===== config.mk =====
export PLATFORM = sky130hd
export DESIGN_NAME = header_length_command_deframer
export DESIGN_NICKNAME = d
export VERILOG_FILES = /design/src/rtl/core/hlcd_pkg.sv /design/src/rtl/core/hlcd_cfg.sv /design/src/rtl/core/hlcd_parse.sv /design/src/rtl/core/header_length_command_deframer.sv
export SDC_FILE = /design/constraint.sdc
export NUM_CORES = 1
export LEC_CHECK = 0
export ABC_CLOCK_PERIOD_IN_PS = 7700
export BUFFER_PORTS_ARGS = -buffer_cell sky130_fd_sc_hd__buf_2
export CELL_PAD_IN_SITES_DETAIL_PLACEMENT = 0
export CELL_PAD_IN_SITES_GLOBAL_PLACEMENT = 1
export CORE_UTILIZATION = 42
export CTS_CLUSTER_SIZE = 30
export DETAILED_ROUTE_END_ITERATION = 16
export HOLD_SLACK_MARGIN = 0.05
export PLACE_DENSITY = 0.71
export SKIP_LAST_GASP = 1
export SLEW_MARGIN = 15
export SYNTH_ARGS = -nofsm -noshare
export SYNTH_HDL_FRONTEND = slang
export SYNTH_SLANG_ARGS = --single-unit

===== constraint.sdc =====
create_clock -name i_clk -period 7.7 [get_ports i_clk]
set_clock_uncertainty 0.1 [all_clocks]
set_input_delay 0 -clock i_clk [delete_from_list [all_inputs] [get_ports i_clk]]
set_output_delay 0 -clock i_clk [all_outputs]
set_load 0.1 [all_outputs]

===== src/rtl/core/hlcd_pkg.sv =====
`timescale 1ns / 1ps
// Shared types and constants for the header/length command deframer.
// No dependencies; imported by every module of the block.

package hlcd_pkg;

    localparam int BYTE_W     = 8;
    localparam int CFG_IDX_W  = 3;
    localparam int LEN_CMP_W  = 9;   // payload length plus header, up to 259
    localparam int OUT_FLD_W  = 3 + 4 * BYTE_W;
    localparam int OUT_DATA_W = ((OUT_FLD_W + 7) / 8) * 8;
    localparam int OUT_PAD_W  = OUT_DATA_W - OUT_FLD_W;

    localparam int HDR_BYTES  = 4;   // start, start, type, length
    localparam int CMD_POS    = 4;   // command type byte
    localparam int ARG_LAST   = 7;   // last stored argument byte

    typedef enum logic [CFG_IDX_W-1:0] {
        CFG_START_FIRST  = 3'd0,
        CFG_START_SECOND = 3'd1,
        CFG_DTYPE_CMD    = 3'd2,
        CFG_DTYPE_STR    = 3'd3,
        CFG_CTYPE_MOTOR  = 3'd4,
        CFG_CTYPE_SERVO  = 3'd5,
        CFG_CTYPE_LAMP   = 3'd6
    } t_cfg_idx;

    typedef enum logic [2:0] {
        OC_MOTOR    = 3'd0,
        OC_SERVO    = 3'd1,
        OC_LAMP     = 3'd2,
        OC_UNKNOWN  = 3'd3,
        OC_OTHER    = 3'd4,
        OC_STRING   = 3'd5,
        OC_HDR_BAD  = 3'd6,
        OC_OVERFLOW = 3'd7
    } t_outcome;

    typedef enum logic [2:0] {
        ST_IDLE = 3'b001,
        ST_HDR1 = 3'b010,
        ST_HDR2 = 3'b100
    } t_stage;

    typedef struct packed {
        logic [BYTE_W-1:0] start_first;
        logic [BYTE_W-1:0] start_second;
        logic [BYTE_W-1:0] cmd_dtype;
        logic [BYTE_W-1:0] dtype_string;
        logic [BYTE_W-1:0] motor_ctype;
        logic [BYTE_W-1:0] servo_ctype;
        logic [BYTE_W-1:0] ctype_lamp;
    } t_cfg;

    typedef struct packed {
        logic [BYTE_W-1:0] third_arg;
        logic [BYTE_W-1:0] second_arg;
        logic [BYTE_W-1:0] first_arg;
        logic [BYTE_W-1:0] command_type;
        t_outcome          outcome;
    } t_result;

endpackage


===== src/rtl/core/hlcd_cfg.sv =====
`timescale 1ns / 1ps
// Configuration register bank of the deframer: header, type and command codes.
// Depends on hlcd_pkg.

module hlcd_cfg
    import hlcd_pkg::*;
(
    input  logic                 i_clk,
    input  logic                 i_rst_n,
    input  logic                 i_cfg_we,
    input  logic [CFG_IDX_W-1:0] i_cfg_idx,
    input  logic [BYTE_W-1:0]    i_cfg_data,
    output t_cfg                 o_cfg
);

    t_cfg r_cfg;

    always_ff @(posedge i_clk) begin
        if (!i_rst_n) begin
            r_cfg <= '0;
        end else if (i_cfg_we) begin
            unique case (i_cfg_idx)
                CFG_START_FIRST:  r_cfg.start_first   <= i_cfg_data;
                CFG_START_SECOND: r_cfg.start_second  <= i_cfg_data;
                CFG_DTYPE_CMD:    r_cfg.cmd_dtype     <= i_cfg_data;
                CFG_DTYPE_STR:    r_cfg.dtype_string  <= i_cfg_data;
                CFG_CTYPE_MOTOR:  r_cfg.motor_ctype   <= i_cfg_data;
                CFG_CTYPE_SERVO:  r_cfg.servo_ctype   <= i_cfg_data;
                CFG_CTYPE_LAMP:   r_cfg.ctype_lamp    <= i_cfg_data;
                default: ;   // no register here: drop the write
            endcase
        end
    end

    assign o_cfg = r_cfg;

endmodule


===== src/rtl/core/hlcd_parse.sv =====
`timescale 1ns / 1ps
// Frame tracker of the deframer: byte index, header stage, type, length,
// stored command bytes, and the result for the byte being consumed.
// Depends on hlcd_pkg.

module hlcd_parse
    import hlcd_pkg::*;
#(
    parameter int MAX_PACKET = 32
) (
    input  logic              i_clk,
    input  logic              i_rst_n,
    input  logic              i_go,
    input  logic [BYTE_W-1:0] i_byte,
    input  t_cfg              i_cfg,
    output logic              o_res_valid,
    output t_result           o_res
);

    localparam int IDX_W = $clog2(MAX_PACKET + 1);

    logic [IDX_W-1:0]  r_idx,   n_idx;
    t_stage            r_stage, n_stage;
    logic [BYTE_W-1:0] r_dtype, n_dtype;
    logic [BYTE_W-1:0] r_len,   n_len;
    logic [BYTE_W-1:0] r_pkt [CMD_POS:ARG_LAST];
    logic [BYTE_W-1:0] n_pkt [CMD_POS:ARG_LAST];

    logic [IDX_W-1:0] w_idx;
    logic             w_done;
    t_result          w_res;

    assign w_idx = r_idx + IDX_W'(1);
    // frame is complete once index reaches length plus header
    assign w_done = !(w_idx < IDX_W'(CMD_POS + 1))
                 && !((LEN_CMP_W'(r_len) + LEN_CMP_W'(HDR_BYTES)) > LEN_CMP_W'(w_idx));

    always_comb begin
        for (int k = CMD_POS; k <= ARG_LAST; k++) begin
            n_pkt[k] = (r_idx == IDX_W'(k)) ? i_byte : r_pkt[k];
        end
    end

    always_comb begin
        n_idx       = w_idx;
        n_stage     = r_stage;
        n_dtype     = r_dtype;
        n_len       = r_len;
        o_res_valid = 1'b0;
        w_res       = '0;
        priority if (w_idx >= IDX_W'(MAX_PACKET)) begin
            n_idx         = '0;
            n_stage       = ST_IDLE;
            o_res_valid   = 1'b1;
            w_res.outcome = OC_OVERFLOW;
        end else if (w_idx == IDX_W'(1)) begin
            if (i_byte == i_cfg.start_first) begin
                n_stage = ST_HDR1;
            end else begin
                n_idx         = '0;
                n_stage       = ST_IDLE;
                o_res_valid   = 1'b1;
                w_res.outcome = OC_HDR_BAD;
            end
        end else if (r_stage == ST_HDR1) begin
            if (i_byte == i_cfg.start_second) begin
                n_stage = ST_HDR2;
            end else begin
                n_idx         = '0;
                n_stage       = ST_IDLE;
                o_res_valid   = 1'b1;
                w_res.outcome = OC_HDR_BAD;
            end
        end else if (r_stage != ST_HDR2) begin
            // no header seen: only count
        end else if (w_idx == IDX_W'(3)) begin
            n_dtype = i_byte;
        end else if (r_dtype == i_cfg.dtype_string) begin
            n_idx         = '0;
            n_stage       = ST_IDLE;
            o_res_valid   = 1'b1;
            w_res.outcome = OC_STRING;
        end else if (w_idx == IDX_W'(HDR_BYTES)) begin
            n_len = i_byte;
        end else if (w_done) begin
            n_idx       = '0;
            n_stage     = ST_IDLE;
            o_res_valid = 1'b1;
            if (r_dtype == i_cfg.cmd_dtype) begin
                w_res.command_type = n_pkt[CMD_POS];
                priority if (n_pkt[CMD_POS] == i_cfg.motor_ctype) begin
                    w_res.outcome    = OC_MOTOR;
                    w_res.first_arg  = n_pkt[CMD_POS + 1];
                    w_res.second_arg = n_pkt[CMD_POS + 2];
                    w_res.third_arg  = n_pkt[CMD_POS + 3];
                end else if (n_pkt[CMD_POS] == i_cfg.servo_ctype) begin
                    w_res.outcome    = OC_SERVO;
                    w_res.first_arg  = n_pkt[CMD_POS + 1];
                    w_res.second_arg = n_pkt[CMD_POS + 2];
                    w_res.third_arg  = n_pkt[CMD_POS + 3];
                end else if (n_pkt[CMD_POS] == i_cfg.ctype_lamp) begin
                    w_res.outcome    = OC_LAMP;
                    w_res.first_arg  = n_pkt[CMD_POS + 1];
                    w_res.second_arg = n_pkt[CMD_POS + 2];
                end else begin
                    w_res.outcome = OC_UNKNOWN;
                end
            end else begin
                w_res.outcome = OC_OTHER;
            end
        end else begin
            // payload still arriving: only count
        end
        if (!i_go) begin
            o_res_valid = 1'b0;
        end
    end

    assign o_res = w_res;

    always_ff @(posedge i_clk) begin
        if (!i_rst_n) begin
            r_idx   <= '0;
            r_stage <= ST_IDLE;
            r_dtype <= '0;
            r_len   <= '0;
            for (int k = CMD_POS; k <= ARG_LAST; k++) begin
                r_pkt[k] <= '0;
            end
        end else if (i_go) begin
            r_idx   <= n_idx;
            r_stage <= n_stage;
            r_dtype <= n_dtype;
            r_len   <= n_len;
            for (int k = CMD_POS; k <= ARG_LAST; k++) begin
                r_pkt[k] <= n_pkt[k];
            end
        end
    end

endmodule


===== src/rtl/core/header_length_command_deframer.sv =====
`timescale 1ns / 1ps
// Channel   Dir  Bus          Content
// s_axis    in   8-bit data   one received byte per transfer
// m_axis    out  40-bit data  outcome, command type and three arguments
// cfg       in   write only   seven 8-bit code registers, index 0..6
//
// Each byte passes an input register, one level of frame logic and the result
// register; one byte per cycle is sustained while m_axis does not stall.
// The input register is freed whenever the result register is empty or being
// taken; a stall on m_axis holds the pending byte and blocks s_axis.
// Reset (synchronous, active low) clears flags, config and frame state, not data regs.
// Top level; depends on hlcd_pkg, hlcd_cfg and hlcd_parse.

module header_length_command_deframer
    import hlcd_pkg::*;
#(
    parameter int MAX_PACKET = 32
) (
    input  logic                  i_clk,
    input  logic                  i_rst_n,
    input  logic                  s_axis_tvalid,
    output logic                  s_axis_tready,
    input  logic [BYTE_W-1:0]     s_axis_tdata,   // [7:0] rx_byte
    output logic                  m_axis_tvalid,
    input  logic                  m_axis_tready,
    // [2:0] outcome, [10:3] command_type, [18:11] first_arg,
    // [26:19] second_arg, [34:27] third_arg, [39:35] zero
    output logic [OUT_DATA_W-1:0] m_axis_tdata,
    input  logic                  i_cfg_we,
    input  logic [CFG_IDX_W-1:0]  i_cfg_idx,
    input  logic [BYTE_W-1:0]     i_cfg_data
);

    t_cfg              w_cfg;
    logic              r_in_valid;
    logic [BYTE_W-1:0] r_in_byte;
    logic              r_out_valid;
    t_result           r_out;
    logic              w_out_free;
    logic              w_go;
    logic              w_res_valid;
    t_result           w_res;

    hlcd_cfg u_cfg (
        .i_clk      (i_clk),
        .i_rst_n    (i_rst_n),
        .i_cfg_we   (i_cfg_we),
        .i_cfg_idx  (i_cfg_idx),
        .i_cfg_data (i_cfg_data),
        .o_cfg      (w_cfg)
    );

    assign w_out_free    = !r_out_valid || m_axis_tready;
    assign w_go          = r_in_valid && w_out_free;
    assign s_axis_tready = !r_in_valid || w_out_free;

    always_ff @(posedge i_clk) begin
        if (!i_rst_n) begin
            r_in_valid <= 1'b0;
        end else if (s_axis_tready) begin
            r_in_valid <= s_axis_tvalid;
        end
    end

    always_ff @(posedge i_clk) begin
        if (s_axis_tready && s_axis_tvalid) begin
            r_in_byte <= s_axis_tdata;
        end
    end

    hlcd_parse #(
        .MAX_PACKET (MAX_PACKET)
    ) u_parse (
        .i_clk       (i_clk),
        .i_rst_n     (i_rst_n),
        .i_go        (w_go),
        .i_byte      (r_in_byte),
        .i_cfg       (w_cfg),
        .o_res_valid (w_res_valid),
        .o_res       (w_res)
    );

    // advance the result register whenever it is empty or being taken
    always_ff @(posedge i_clk) begin
        if (!i_rst_n) begin
            r_out_valid <= 1'b0;
        end else if (w_out_free) begin
            r_out_valid <= w_res_valid;
        end
    end

    always_ff @(posedge i_clk) begin
        if (w_out_free && w_res_valid) begin
            r_out <= w_res;
        end
    end

    assign m_axis_tvalid = r_out_valid;
    assign m_axis_tdata  = {{OUT_PAD_W{1'b0}}, r_out};

    // a byte waiting behind a stalled result must be held
    a_hold_in : assert property (@(posedge i_clk) disable iff (!i_rst_n)
        (r_in_valid && r_out_valid && !m_axis_tready) |=> (r_in_valid && $stable(r_in_byte)))
        else $error("pending byte lost while result stalled");

    a_res_src : assert property (@(posedge i_clk) disable iff (!i_rst_n)
        $rose(m_axis_tvalid) |-> $past(w_go))
        else $error("result appeared without a consumed byte");

    a_status_zero : assert property (@(posedge i_clk) disable iff (!i_rst_n)
        (m_axis_tvalid && (r_out.outcome == OC_OTHER || r_out.outcome == OC_STRING
            || r_out.outcome == OC_HDR_BAD || r_out.outcome == OC_OVERFLOW))
        |-> (m_axis_tdata[OUT_FLD_W-1:3] == '0))
        else $error("status result carries command fields");

    a_lamp_third : assert property (@(posedge i_clk) disable iff (!i_rst_n)
        (m_axis_tvalid && (r_out.outcome == OC_LAMP || r_out.outcome == OC_UNKNOWN))
        |-> (r_out.third_arg == '0))
        else $error("lamp or unknown command carries a third argument");

endmodule

* Word-level counts from Yosys, hierarchy flattened
Memory sizes are Yosys's and may differ from the RTL's.
Index checks and enable logic that the tools add are counted.
** Word-level totals
- Bits in writable memories :: 32
- Memory bits (read-only) :: 0
- Memories kept :: 1
- Output and inout port bits :: 42
- Input bits :: 24
- Bits in latches :: 0
- Flip-flop bits (word level) :: 126
- Word-level logic and storage cells :: 146
** Memory list
- u_parse.r_pkt :: words 4, bits a word 8, read ports 4, clocked after memory_dff 0, write ports 4, RTL line hlcd_parse.sv:26 : logic [BYTE_W-1:0] r_pkt [CMD_POS:ARG_LAST];
** Cells by class
- Multiply operators :: 0
- Magnitude comparators :: 3
- Equality and inequality tests :: 25
- Shift-type cells :: 0
- Multiplexer cells :: 61
- Divide/modulo/power cells :: 0
- $add $sub $neg :: 2
- Reductions and logical operators :: 23
- Bitwise operators :: 12
** Operators with widths (count)
- two-way mux 8 bit :: 9
- two-way mux 35 bit :: 2
- two-way mux 6 bit :: 10
- two-way mux 3 bit :: 19
- == test 8 bit :: 7
- two-way mux 16 bit :: 2
- two-way mux 32 bit :: 1
- == test 6 x 3 -> 1 bit, second input constant :: 5
- two-way mux 24 bit :: 1
- two-way mux 1 bit :: 16
- AND reduction 2 bit :: 7
- adder 8 x 3 -> 9 bit, second input constant :: 1
- == test 3 x 2 -> 1 bit, second input constant :: 3
- == test 3 bit, second input constant :: 3
- greater-than comparator 9 x 6 -> 1 bit :: 1
- OR reduction 9 bit :: 1
- != test 4 x 1 -> 1 bit, second input constant :: 2
- NOT 1 bit :: 8
- AND reduction 8 bit :: 1
- adder 6 x 1 -> 6 bit, second input constant :: 1
- == test 6 x 1 -> 1 bit, second input constant :: 1
- == test 6 x 2 -> 1 bit, second input constant :: 1
- >= comparator 6 bit, second input constant :: 1
- less-than comparator 6 x 3 -> 1 bit, second input constant :: 1
- 12 further kinds :: 22

* Logic depth before layout (Yosys ltp)
Gate-level depths: netlist (run 1).
- Depth in word-level cells :: 14
- Mapped depth :: 14
- Mapped depth without buffers :: 12

* Hierarchy
A second synthesis (run 1) with hierarchy kept.
** Unflattened totals
- Cell total of the unflattened synthesis :: 730
- Area, all modules :: 7786.2 sq um
** By module, submodules not included
- hlcd_parse :: area an instance 4290.4 sq um, instances 1, sequential area each 1461.4 sq um, cells each 474
- hlcd_cfg :: area an instance 2063.2 sq um, instances 1, sequential area each 1121.1 sq um, cells each 197
- header_length_command_deframer :: area an instance 1432.6 sq um, instances 1, sequential area each 1331.3 sq um, cells each 59

* Least setup slack after synthesis (run 1)
Ideal clock, no wire load.
- Kind :: flip-flop to flip-flop
- From :: register u_parse.r_idx[2]
- To :: register r_out, in the netlist m_axis_tdata[0], enable pin
- Clock period less this slack :: 6.392 ns
- Stages on the path, launching flop included :: 12
- Arrival time :: 5.774 ns
- Setup slack :: 1.308 ns
- Library setup time :: 0.518 ns
- Data required time :: 7.082 ns
- Buffers on the path :: 1
- Cell sequence :: dfxtp_1 buf_2 nand3_1 or3_1 nand2_1 inv_1 ha_1 nor2_1 a41oi_1 nor4_1 nor4b_1 nor4_1
** On the way
- Cells in the longest elaborated chain, start to end :: 14
- Elaborated cells on any way between the ends :: 20
- Those cells by class :: add/sub (1); order compare (3); eq/ne (3); mux (9); reduce/logical (4)
** RTL lines
- start: declaration :: RTL line hlcd_parse.sv:22 : logic [IDX_W-1:0] r_idx, n_idx;
- start signal: assignment :: RTL line hlcd_parse.sv:131 : r_idx <= n_idx;
- adder 6 x 1 -> 6 bit (*) :: RTL line hlcd_parse.sv:33 : assign w_idx = r_idx + IDX_W'(1);
- greater-than comparator 9 x 6 -> 1 bit or less-than comparator 6 x 3 -> 1 bit (tied branches) :: RTL line hlcd_parse.sv:36, hlcd_parse.sv:35
- zero test 1 bit (on tied branches) :: RTL line hlcd_parse.sv:36, hlcd_parse.sv:35
- logical AND 1 bit :: RTL line hlcd_parse.sv:36 : && !((LEN_CMP_W'(r_len) + LEN_CMP_W'(HDR_BYTES)) > LEN_CMP_W'(w_idx));
- two-way mux 1 bit :: RTL line hlcd_parse.sv:85 : end else if (w_done) begin
- two-way mux 1 bit :: RTL line hlcd_parse.sv:83 : end else if (w_idx == IDX_W'(HDR_BYTES)) begin
- two-way mux 1 bit :: RTL line hlcd_parse.sv:78 : end else if (r_dtype == i_cfg.dtype_string) begin
- two-way mux 1 bit :: RTL line hlcd_parse.sv:76 : end else if (w_idx == IDX_W'(3)) begin
- two-way mux 1 bit :: RTL line hlcd_parse.sv:74 : end else if (r_stage != ST_HDR2) begin
- two-way mux 1 bit :: RTL line hlcd_parse.sv:65 : end else if (r_stage == ST_HDR1) begin
- two-way mux 1 bit :: RTL line hlcd_parse.sv:56 : end else if (w_idx == IDX_W'(1)) begin
- two-way mux 1 bit (*) :: RTL line hlcd_parse.sv:51 : priority if (w_idx >= IDX_W'(MAX_PACKET)) begin
- two-way mux 1 bit (*) :: RTL line hlcd_parse.sv:114 : if (!i_go) begin
- logical AND 1 bit (*) :: RTL line header_length_command_deframer.sv:93 : if (w_out_free && w_res_valid) begin
- end signal: assignment :: RTL line header_length_command_deframer.sv:94 : r_out <= w_res;
- end: declaration :: RTL line header_length_command_deframer.sv:38 : t_result r_out;
Mark *: on every way between the ends. The rest lies on a longest branch, timed or not.
A chain may end at the register's enable or synchronous reset.

* Worst setup path in the final report (run 1)
- From :: register u_parse.r_idx[2]
- To :: register r_out, in the netlist m_axis_tdata[14], enable pin
Same word-level chain as after synthesis.

==> metrics.yaml, run 1 <==
outcome:
  status: "finished clean"
synth:
  synth_area_leaders: "edfxtp_1 (30%), dfxtp_1 (22%), nand2_1 (6.8%), a21oi_1 (5.8%), mux2i_1 (5.5%)"
  yosysWarnings: 0
  synth-edff-count: 75
  yosys.area.top_type: "edfxtp_1"
  synthFlopType: "dfxtp_1"
  synth_commonest_cells: "nand2_1 (135), nor2_1 (96), a21oi_1 (87)"
  synth-seq-cells: 158
  yosysSeqAreaShare_pct: 52.3
  synth.avg_cell_area_um2: 9.55
  synth_top_cell_area_share_pct: 30.1
  synth_most_common_cell: "nand2_1"
  async_flop_share_pct: 0
  ys_types: 58
  synthesis.area_um2: 7480
  syn_inst: 783
die:
  die_x_um: 135
  dieArea_um2: 18300
  start_util_pct: 43.1
  dieHeight_um: 135
  core-area_um2: 17400
  row_count: 48
  ioPinCount: 66
placed_design:
  place_ws_ns: 3.78
  io_buffers: 60
  globalplace.congestion: 0.851
  detailed_place_hpwl_um: 13700
drt:
  drc: 0
  drt-wirelength-per-cell_um: 18.0
  drtIter0Drc: 354
  antenna_left: 0
  avgViaCountPerCell: 5.38
  drt-pass1-iter-count: 4
  vias: 5912
  drt-total-wl_um: 19800
sta:
  setup-tns-final_ns: 0
  hold_viol: 0
  fmax_mhz: 253
  slew_violations: 0
  tightest_slew_ns: 0.882
  period_share_pct: 51.3
  setup_ws_ns: 3.75
  relSlewSlack_pct: 40.7
  rsz0062_at_grt: "no"
  setup_viol: 0
  hold_slack_ns: 0.0622
  finalCriticalPeriod_ns: 3.95
clocking:
  clk_path_buf_depth: 2
  cts-root-buf: "clkbuf_16"
  h-tree-depth: 4
  clk_pin_slew_worst_paths_ns: 0.06
  cts-resized-gates: 0
  cts_tree: "built"
  numCtsBuffers: 17
  clock-sinks: 158
  clock_latency_ns: 0.42
setup_path:
  crit_start: "u_parse.r_idx[2]"
  endpoint_kind: "register"
  arrival_ns: 3.92
  r2r.worst_path.cells: 11
  crit_type: "reg2reg"
  startpoint_type: "register"
  required_ns: 7.67
  path_max_fanout: 36
  r2r-start: "u_parse.r_idx[2]"
final_layout:
  n_antenna_cell: 0
  area_growth_pct: 17.3
  fin_nets: 895
  drive_gt1_share_pct: 12.7
global_route:
  grt_pass1_vias: 5533
  antenna_found_initial: 0
  grt_start_max_net_pins: 74
  grt_usage_pct: 22.4
  grt_pass1_wl_um: 30300
  overflow: 0
power_and_ir_drop:
  powerDensity_nw_per_um2: 217
  power_mw: 1.91
  irDropWorstVdd_mv: 0.169
  p_leak_nw: 3.37
run:
  maxCapViolCount: 0
hold_path:
  worstHoldStart: "i_cfg_we"
  hold_class: "in2reg"
  hold_depth: 5
## cell families after synthesis
logic type | after synthesis | synth area share [%]
AND/OR/NAND/NOR | 353 | 22.0
AO/OA/AOI/OAI | 134 | 10.9
adder cells (fa/ha/maj) | 10 | 1.67
other | 1 | 0.0501
multiplexers | 41 | 5.49
XOR/XNOR | 38 | 4.63
buffers and inverters | 48 | 2.96
flip-flops | 158 | 52.3
## metrics by stage
stage / util, % / std cells / instance area (um^2)
floorplan: - / 787 / 7490
global placement: 45.8 / 1040 / 7950
detailed placement: 45.8 / 1040 / 7950
CTS: 50.5 / 1099 / 8770
global route: 50.6 / 1099 / 8770
finish: 50.6 / 1099 / 8770
## worst paths after layout
path / to / slack [ns]
max: m_axis_tdata[14] / 3.75
min: u_cfg.o_cfg[26] / 0.06
max reg2reg: m_axis_tdata[14] / 3.75
min reg2reg: u_cfg.o_cfg[30] / 0.37
## timing repair
item,CTS,global route
endpoints found under the hold margin,73,0
buffers inserted,0,0
hold buffers,27,0
## flip-flops by register name, summed over array words and instances, names as in the netlist
register / cells
u_cfg.o_cfg: 56
m_axis_tdata: 35
u_parse.r_pkt: 32
r_in_byte: 8
u_parse.r_dtype: 8
u_parse.r_len: 8
u_parse.r_idx: 6
u_parse.r_stage: 3
m_axis_tvalid: 1
r_in_valid: 1
## where the power goes
part	internal, mW	switching, mW
clock	0.443	0.341
combinational	0.0489	0.142
sequential	0.909	0.0232
## layout by cell type (no fill, tap or decap), types with 12 or more instances in the layout
master and n:
dlygate4sd3_1 27, clkbuf_16 17, mux2i_1 41, nand3_1 22, and3_1 29, and2_1 12, nand2_1 135, edfxtp_1 75
a21oi_1 87, dfxtp_1 83, buf_2 60, nor2_1 96, xnor2_1 28, nor4_1 16
## critical path: stages, from the launching register on
cell     delay (ns)
dfxtp_1        0.53
nand3_1        0.22
or3_1          0.40
nand2_1        0.17
inv_1          0.10
ha_1           0.32
nor2_1         0.10
a41oi_1        0.05
nor4_1         0.68
nor4b_1        0.18
nor4_2         0.29
buf_4          0.43
## layout make-up
cell class	count	area, um^2
Tap cell	225	282
Clock buffer	18	429
Fill cell	1653	8580
Multi-Input combinational cell	581	3380
Clock inverter	14	120
Sequential cell	158	3910
Inverter	11	41.3
Timing Repair Buffer	92	608
## routing by layer
metal  wire (um)  track usage, %  part of all wire, %
met4         358            8.18                  1.8
met5           0               0                    0
met2        9590            37.9                   49
met3         920            3.67                  4.7
met1        8880            28.8                   45
Note: power is estimated with default switching activity, not from simulation.
==> run 2, diff against run 1 <==
ABC_CLOCK_PERIOD_IN_PS = 3400   (was 7700)
PLACE_DENSITY = 0.74   (was 0.71)
clock period = 3.4 ns   (was 7.7 ns; I/O delays follow)
==> run 2 against run 1 <==
Effect of this change: utilization up 1.3 points; via count up 1.4%; die area is the same; sequential power rose by 130%; final area grew 2.7%; sequential share of layout area shrank 1.1 points.
==> metrics.yaml, run 2 (synthesis gave the netlist of run 1 again) <==
clocking:
  clk_path_buf_depth: 2  # unchanged
  h-tree-depth: 4  # unchanged
  cts-root-buf: "clkbuf_16"  # unchanged
  clk_pin_slew_worst_paths_ns: 0.06  # about the same
  clock-sinks: 158  # unchanged
  numCtsBuffers: 17  # unchanged
  cts_tree: "built"  # unchanged
  clock_latency_ns: 0.42  # about the same
setup_path:
  arrival_ns: 3.20  # was 3.92 ns
  regToRegSetupSlack_ns: 0.27  # was 3.75 ns
  r2r-start: "u_parse.r_idx[3]"  # was u_parse.r_idx[2]
  cp_cell_sequence: "or4b_1 -> o21ai_2 -> a21oi_1 -> nor4_1 -> and4_4 -> nor4b_1 -> a311o_1"  # was nand3_1 -> or3_1 -> nand2_1 -> inv_1 -> ha_1 -> nor2_1 -> a41oi_1 -> nor4_1 -> nor4b_1 -> nor4_2 -> buf_4
  r2r-end: "m_axis_tdata[1]"  # was m_axis_tdata[14]
  required_ns: 3.47  # was 7.67 ns
  critPathSlowestCell: "or4b_1"  # was nor4_1
  r2r.worst_path.cells: 7  # was 11
  path_max_fanout: 10  # was 36
  crit_type: "reg2reg"  # unchanged
  startpoint_type: "register"  # unchanged
  critPathMaxStageDelay_ns: 0.81  # was 0.68 ns
  endpoint_kind: "register"  # unchanged
power_and_ir_drop:
  seqPwrFrac_pct: 48.1  # was 48.9%
  p_switching_mw: 1.14  # was 0.507 mW
  combinationalPowerShare_pct: 10.3  # was 10.0%
  p_int_mw: 3.23  # was 1.40 mW
  irDropWorstVdd_mv: 0.388  # was 0.169 mV
  clock_power_share_pct: 41.6  # was 41.1%
  p_leak_nw: 3.49  # was 3.37 nW
  p_sw_share_pct: 26.1  # was 26.6%
  powerDensity_nw_per_um2: 485  # was 217 nW/um^2
die:
  start_util_pct: 43.1  # unchanged
  dieHeight_um: 135  # unchanged
  row_count: 48  # unchanged
  core-area_um2: 17400  # unchanged
  dieArea_um2: 18300  # unchanged
  ioPinCount: 66  # unchanged
  die_x_um: 135  # unchanged
run:
  maxCapViolCount: 0  # unchanged
hold_path:
  worstHoldStart: "s_axis_tdata[7]"  # was i_cfg_we
  hold_depth: 2  # was 5
  min_to: "r_in_byte[7]"  # was u_cfg.o_cfg[26]
  hold_class: "in2reg"  # unchanged
global_route:
  grt_start_max_net_pins: 44  # was 74
  grt_pass1_vias: 5537  # was 5,533
  grt_usage_pct: 22.4  # about the same
  antenna_found_initial: 0  # unchanged
  overflow: 0  # unchanged
  grt_pass1_wl_um: 30500  # was 30,300 um
drt:
  avgViaCountPerCell: 5.37  # was 5.38
  drt-wirelength-per-cell_um: 17.6  # was 18.0 um
  drt-pass1-iter-count: 5  # was 4
  vias: 5993  # was 5,912
  drc: 0  # unchanged
  drtIter0Drc: 382  # was 354
  antenna_left: 0  # unchanged
  drt-total-wl_um: 19700  # was 19,800 um
final_layout:
  largest_reg_flops: 56  # unchanged
  area_growth_pct: 20.4  # was 17.3%
  final_cells: 1116  # was 1,099
  n_antenna_cell: 0  # unchanged
  design_area_um2: 9010  # was 8770 um^2
  final_cell_mix: "nand2_1 (134), nor2_1 (96), a21oi_1 (87), dfxtp_1 (80), edfxtp_1 (75)"  # was nand2_1 (135), nor2_1 (96), a21oi_1 (87), dfxtp_1 (83), edfxtp_1 (75)
  final_common_cell: "nand2_1"  # unchanged
  drive_gt1_share_pct: 15.7  # was 12.7%
  fin_nets: 912  # was 895
sta:
  fmax_mhz: 319  # was 253 MHz
  period_share_pct: 92.2  # was 51.3%
  setup_ws_ns: 0.266  # was 3.75 ns
  rsz0062_at_grt: "no"  # unchanged
  tightest_slew_ns: 0.881  # was 0.882 ns
  slew_violations: 0  # unchanged
  finalCriticalPeriod_ns: 3.13  # was 3.95 ns
  relSlewSlack_pct: 40.8  # was 40.7%
  setup_viol: 0  # unchanged
  hold_viol: 0  # unchanged
placed_design:
  dp_cells: 1055  # was 1,040
  globalplace.congestion: 0.937  # was 0.851
  detailed_place_hpwl_um: 13900  # was 13,700 um
  placed_area_um2: 8160  # was 7950 um^2
  place_ws_ns: 0.147  # was 3.78 ns
  io_buffers: 60  # unchanged
outcome:
  status: "finished clean"  # unchanged
==> run 2: cell types whose count changed in the layout (fill, tap and decap cells not counted), moves of 2 or more <==
| cell | change |
|---|---|
| buf_4 | +16 |
| clkinvlp_4 | -2 |
| clkinv_1 | -4 |
| inv_4 | +3 |
| dfxtp_1 | -3 |
| nor4b_4 | +2 |
| dfxtp_2 | +2 |
| clkbuf_8 | +2 |
==> run 2: final cells by class <==
| type | instances | area (um^2) |
|---|---|---|
| clock buffers | 20 | 457 |
| clock inverters | 12 | 110 |
| fillers | 1598 | 8350 |
| inverters | 11 | 43.8 |
| multi-input cells | 581 | 3450 |
| flip-flops and latches | 158 | 3920 |
| well taps | 225 | 282 |
| repair buffers | 109 | 748 |
==> run 2: worst max-delay path by stage <==
| stage | start | end | slack, ns | depth (start not counted) |
|---|---|---|---|---|
| after global placement | u_parse.r_idx[1] | m_axis_tdata[28] | 0.27 | 8 |
| after detailed placement | u_parse.r_idx[1] | m_axis_tdata[31] | 0.15 | 8 |
| after floorplan | u_parse.r_idx[2] | m_axis_tdata[0] | -0.27 | 12 |
| after CTS | u_parse.r_idx[1] | m_axis_tdata[15] | 0.14 | 8 |
| final | u_parse.r_idx[3] | m_axis_tdata[1] | 0.27 | 7 |
| after global routing | u_parse.r_idx[3] | m_axis_tdata[1] | 0.07 | 7 |
==> run 2: worst max-delay path: cells and delay by family, from the launching register on <==
kind            cells  cell delay [ns]
simple gates        4             1.60
compound gates      3             0.77
flops               1             0.41
==> run 2: power by group through the flow <==
stage | combinational (mW) | clock [mW] | sequential, mW
floorplan | 0.199 | 0 | 2.25
global placement | 0.425 | 0 | 2.14
detailed placement | 0.427 | 0 | 2.14
CTS | 0.451 | 1.86 | 2.10
global route | 0.483 | 1.93 | 2.11
finish | 0.451 | 1.81 | 2.10
==> run 2: stage by stage <==
step	util (%)	hold WS [ns]	total power, mW	TNS (ns)
after floorplan	-	-0.00113	2.45	-9.60
after global placement	47.0	0.0794	2.57	0
after detailed placement	47.0	0.0794	2.57	0
after CTS	51.8	0.192	4.41	0
after global routing	51.9	0.207	4.52	0
final	51.9	0.203	4.37	0
==> run 2: metal layers <==
| metal | track usage (%) | up-vias | routed length (um) |
|---|---|---|---|
| met5 | 0 | - | 0 |
| met4 | 8.80 | 0 | 416 |
| met3 | 3.40 | 29 | 1080 |
| met2 | 36.3 | 204 | 9230 |
| met1 | 30.1 | 2808 | 8970 |
| li1 | - | 2952 | - |
==> run 2: repair_timing <==
| item | in CTS | in global routing |
|---|---|---|
| gates resized for setup | 0 | 0 |
| setup buffers | 0 | 2 |
| endpoints found under the setup margin | 0 | 35 |
| endpoints found under the hold margin | 73 | 0 |
| hold buffers | 27 | 0 |
